===== src/hdl/lrue_pkg.sv =====
package lrue_pkg;

   // Field and register widths fixed by the interface
   localparam int CFG_W     = 7;
   localparam int CSR_IDX_W = 1;
   localparam int IDX_W     = 6;
   localparam int USE_W     = 32;

   // Register indexes
   localparam logic [CSR_IDX_W-1:0] REG_CACHE_CAPACITY = 1'd0;
   localparam logic [CSR_IDX_W-1:0] REG_ACTIVE_ENTRIES = 1'd1;

   // Register reset values
   localparam logic [CFG_W-1:0] CAPACITY_RESET = 7'd8;
   localparam logic [CFG_W-1:0] ACTIVE_RESET   = 7'd64;

   // Per-beat control from the sequencer to the victim scan unit
   typedef struct packed {
      logic start;         // clear accumulators
      logic beat_valid;    // a stamp arrives this cycle
      logic beat_cached;   // that entry is cached
   } scan_ctl_type;

endpackage


===== src/hdl/lrue_scan.sv =====
module lrue_scan
   import lrue_pkg::*;
#(
   parameter int ENTRIES    = 64,
   parameter int COUNT_BITS = 32
) (
   input  logic                  clock,
   input  logic                  reset,
   input  scan_ctl_type          ctl,
   input  logic [((($clog2(ENTRIES+1)) > CFG_W) ? $clog2(ENTRIES+1) : CFG_W)-1:0] beat_idx,
   input  logic [COUNT_BITS-1:0] beat_stamp,
   output logic [CFG_W-1:0]      count,
   output logic                  found,
   output logic [((($clog2(ENTRIES+1)) > CFG_W) ? $clog2(ENTRIES+1) : CFG_W)-1:0] victim
);

   localparam int LIM_W = (($clog2(ENTRIES+1)) > CFG_W) ? $clog2(ENTRIES+1) : CFG_W;

   logic [CFG_W-1:0]      count_ff, count_in;
   logic                  found_ff, found_in;
   logic [LIM_W-1:0]      victim_ff, victim_in;
   logic [COUNT_BITS-1:0] best_ff, best_in;
   logic                  older;

   // the one shared comparator: strict less keeps the lowest index on ties
   assign older = beat_stamp < best_ff;

   always_comb begin
      count_in  = count_ff;
      found_in  = found_ff;
      victim_in = victim_ff;
      best_in   = best_ff;
      if (ctl.start) begin
         count_in  = '0;
         found_in  = 1'b0;
         victim_in = '0;
         best_in   = '0;
      end else if (ctl.beat_valid && ctl.beat_cached) begin
         count_in = count_ff + 1'b1;
         if (!found_ff || older) begin
            found_in  = 1'b1;
            victim_in = beat_idx;
            best_in   = beat_stamp;
         end
      end
   end

   always_ff @(posedge clock) begin
      if (reset) begin
         count_ff <= '0;
         found_ff <= 1'b0;
      end else begin
         count_ff <= count_in;
         found_ff <= found_in;
      end
      victim_ff <= victim_in;
      best_ff   <= best_in;
   end

   assign count  = count_ff;
   assign found  = found_ff;
   assign victim = victim_ff;

endmodule


===== config.mk =====
export PLATFORM = sky130hd
export DESIGN_NAME = lrue_scan
export DESIGN_NICKNAME = d
export VERILOG_FILES = /design/src/hdl/lrue_pkg.sv /design/src/hdl/lrue_scan.sv
export SDC_FILE = /design/constraint.sdc
export NUM_CORES = 1
export LEC_CHECK = 0
export BUFFER_PORTS_ARGS = -buffer_cell sky130_fd_sc_hd__buf_4
export CAP_MARGIN = 20
export CORE_ASPECT_RATIO = 1.75
export CORE_UTILIZATION = 59
export DETAILED_ROUTE_END_ITERATION = 16
export GPL_ROUTABILITY_DRIVEN = 1
export HOLD_SLACK_MARGIN = 0.1
export PLACE_DENSITY = 0.84
export SLEW_MARGIN = 40
export SYNTH_ARGS = -nofsm -noshare
export SYNTH_HDL_FRONTEND = slang
export SYNTH_SLANG_ARGS = --single-unit
export TNS_END_PERCENT = 100

===== constraint.sdc =====
create_clock -name clock -period 5.6 [get_ports clock]
set_input_delay 0.56 -clock clock [delete_from_list [all_inputs] [get_ports clock]]
set_output_delay 0.56 -clock clock [all_outputs]
set_load 0.05 [all_outputs]

# Word-level counts from Yosys, hierarchy flattened
# Cells that the tools add are included.
# word_totals
register_bits	47
out_inout_bits	15
inputBits	44
word_cells	11
# classes
reduce_logical	5
n_lt_le_gt_ge	1
add_sub_neg	1
# op_table
op	count
32-bit < comparator	1
7-bit by 1-bit adder with 7-bit output (second input constant)	1
2-bit AND reduction	1
2-bit OR reduction	1
1-bit logical AND	1
1-bit logical NOT	1
1-bit logical OR	1

# Logic depth before layout (Yosys ltp)
# depth
depth_word	3
depth_mapped	10
ltp_nobuf	8

# Worst setup path after synthesis
# No wires, ideal clock.
# synth_path
path_type	input to register
start	in beat_stamp[30]
end	reg best_ff[13]
path_slack_ns	3.136
arrival_time_ns	2.393
stages	9
required_ns	5.528
setup_time_ns	0.072
cell_sequence	ha_1 -> a21oi_1 -> nand2_1 -> a221o_1 -> a221o_1 -> a31oi_2 -> buf_6 -> buf_6 -> mux2i_1
# synth_between
elab_chain_len	3
# synth_lines
item	line_no	source
start, declared	lrue_scan.sv:11	input logic [COUNT_BITS-1:0] beat_stamp,
32-bit < comparator	lrue_scan.sv:26	assign older = beat_stamp < best_ff;
1-bit logical OR	lrue_scan.sv:40	if (!found_ff || older) begin
2-bit AND reduction (no line)	-	
end signal, assigned	lrue_scan.sv:57	best_ff <= best_in;
end, declared	lrue_scan.sv:22	logic [COUNT_BITS-1:0] best_ff, best_in;
# No other way between the ends.
# A chain may end at the register's enable or synchronous reset.

# Worst setup path in the final report
# layout_path
start	reg best_ff[30]
end	reg best_ff[14]
# layout_between
elab_chain_len	3
# layout_lines
item	line_no
32-bit < comparator	lrue_scan.sv:26
1-bit logical OR	lrue_scan.sv:40
2-bit AND reduction (no line)	-
# No other way between the ends.

==> summary.md <==
| Metric | Value |
|---|---|
| Hpwl dp | 3953 um |
| Die Y | 93.73 um |
| Cells along the critical path | inv_1 > ha_1 > a21oi_1 > nand2_1 > a221o_1 > a221o_1 > a31oi_4 > buf_6 > buf_6 > buf_4 > mux2i_1 |
| Cell Count, Final, Fillers Out | 423 |
| Leakage | 1.421 nW |
| 1st-pass router iterations | 4 |
| RSZ-0062 raised after global routing | no |
| DRC viols | 0 |
| Total Routing Usage GR | 22.07% |
| Most used DFF post-synth | dfxtp_1 |
| Tightest Pin Transition | 0.6405 ns |
| Layout cells sized above 1 | 19.14% |
| Sequential share of the synthesized area | 33.17% |
| Vias in the first global route | 2140 |
| Max Freq | 0.3383 GHz |
| Post-synth EDFFs | 0 |
| Initial core utilization | 60.79% |
| Syn_nets | 392 |
| Maximum VDD drop | 0.0001980 V |
| Mapped Area | 2836 um2 |
| Clk pin slew, worst setup/hold paths | 0.08 ns |
| Nets | 446 |
| Max Cap Viol | 0 |
| Cell taking the most area after synthesis | dfxtp_1 |
| Yosys top cell area share | 33.17% |
| Final core occ | 72.89% |
| Largest cells by area after synthesis | dfxtp_1 33%, nand2b_1 17%, ha_1 14% |
| FF+latch count, synth | 47 |
| WP data required | 5.83 ns |
| Width of the chip | 54.42 um |
| Layout filler cell count | 383 |
| # rows | 33 |
| Routed vias | 2238 |
| Placed cells | 415 |
| Clock Sinks | 47 |
| Beginning of the worst hold path | best_ff[1] |
| Yosys warnings | 0 |
| CTS tree | done |
| Type of origin of the critical path | register |
| Status | finished clean |
| Hold_buf cts | 0 |
| Fin. Hold Viols | 0 |
| Area Overhead vs Synth | 19.89% |
| Synth cell types | 29 |
| Clk Latency, worst-skew pair | 0.30 ns |
| Post-CTS Repair Setup Buffers | 0 |
| Crit path kind | register to register |
| Rel. slew slack | 56.91% |
| Post-CTS resize count | 0 |
| Maximum fanout along the worst path | 18 |
| Reg-to-Reg Start | best_ff[30] |
| Fin crit period | 2.956 ns |
| Cts bufs inserted | 5 |
| CP peak stage delay | 0.35 ns |
| First-pass GRT wire length | 8452 um |
| Setup TNS | 0 ns |
| Crit path capture type | register |
| Setup Viol. Count Final | 0 |
| Remaining Overflow, GRT | 0 |
| Worst path slowest cell | dfxtp_1 |
| Final period util | 52.79% |
| Max clock buf depth | 2 |
| Top cell family by delay on the critical path | compound AO/OA/AOI/OAI gates |
| Wire per inst | 12.25 um |
| Post-synth top cells | 78 x nand2b_1, 47 x dfxtp_1, 40 x mux2i_1, 32 x ha_1, 31 x inv_1 |
| CTS H-Tree Depth | 2 |
| PwrDens | 214.3 nW/um2 |
| Top Ports | 59 |
| CTS Root Cell | clkbuf_8 |
| Post-DRT Antenna Nets | 0 |
| Worst EP arrival | 3.18 ns |
| GP Congestion | 0.8222 |
| Avg Cell Area, Syn | 8.976 um2 |
| Hold Crit Class | register to register |
| Largest net degree at the start of global routing | 80 |
| CP Launch Point | best_ff[30] |
| Skew final | 0.006467 ns |
| CP Buf/Inv Count | 4 |
| Final Max Slew Viols | 0 |
| Core box area | 4666 um2 |
| Antenna violations before repair | 0 |
| 1st-iter DRT viols | 39 |
| Fraction of registers with async set/reset | 0% |
| Port Buffer Count | 58 |
| Vias per cell | 5.291 |
| Syn Inst Count | 316 |
| Die ar. | 5100 um2 |
| Ant diodes | 0 |
| Final Routed Wirelength | 5182 um |
| Most common cell in the synthesized netlist | nand2b_1 |
[final timing paths]
| path | slack, ns | cells past startpoint | endpoint |
|---|---|---|---|
| worst max register to register | 2.64 | 11 | best_ff[14] |
| worst min register to register | 0.47 | 2 | best_ff[1] |
| worst max-delay path | 2.64 | 11 | best_ff[14] |
| worst min-delay path | 0.47 | 2 | best_ff[1] |
[logic make-up after synthesis]
family / count (synthesis) / synth area share (%)
buf+inv: 46 / 6.881
mux: 40 / 14.12
compound gates: 30 / 6.087
simple gates: 116 / 24.09
xor+xnor: 5 / 1.544
flops: 47 / 33.17
fa+ha+maj: 32 / 14.12
[report_power, final]
group | internal [mW] | total [mW] | leakage (nW) | switching, mW
combinational | 0.0738 | 0.147 | 0.985 | 0.0731
clock | 0.113 | 0.224 | 0.0515 | 0.112
sequential | 0.349 | 0.358 | 0.384 | 0.00825
total | 0.536 | 0.729 | 1.42 | 0.193
[registers in the layout (all words and copies together), names as in the netlist]
register  flops
victim        7
best_ff      32
count         7
found         1
[routing by layer]
metal / GRT usage [%] / wire length (um)
met1: 23.87 / 2156
met2: 39.74 / 2701
met3: 3.722 / 187
met4: 8.974 / 138
met5: 0 / 0
[area by class of cell]
class	instances	area, um2	share of cell area [%]
Clock buffer	8	100.1	2.943
Multi-Input combinational cell	223	1709	50.26
Tap cell	52	65.06	1.913
Sequential cell	47	940.9	27.67
Timing Repair Buffer	61	465.4	13.69
Inverter	32	120.1	3.532
[through the flow]
step | cell area [um2] | hold WS (ns) | setup WS, ns | power [mW]
floorplan | 2836 | 0.4441 | 3.136 | 0.4611
global placement | 3278 | 0.4531 | 2.221 | 0.5067
detailed placement | 3301 | 0.4607 | 2.331 | 0.5138
CTS | 3401 | 0.4783 | 2.626 | 0.7368
global route | 3401 | 0.4934 | 2.420 | 0.7657
finish | 3401 | 0.4738 | 2.644 | 0.7289
[tightest hold or removal path, cell delays in order, from the launching register on]
cell and delay, ns:
dfxtp_1 0.32, nand2b_1 0.06, mux2i_1 0.06
[cell usage in the layout (no fill, tap or decap), drive strengths merged]
cell    count
or3         2
and4        2
o21ai       9
a31oi       1
xor2        4
xnor2       1
or2         1
nand4       7
nand2      10
and3        1
dfxtp      47
buf        61
nand2b     78
nor4b       1
ha         32
a21oi      16
a211oi      1
clkbuf      8
nor4        1
nor2b       1
inv        32
and2        1
a221o       2
mux2i      40
o21a        1
nand3       2
nor2        9
(Power assumes the default switching activity.)
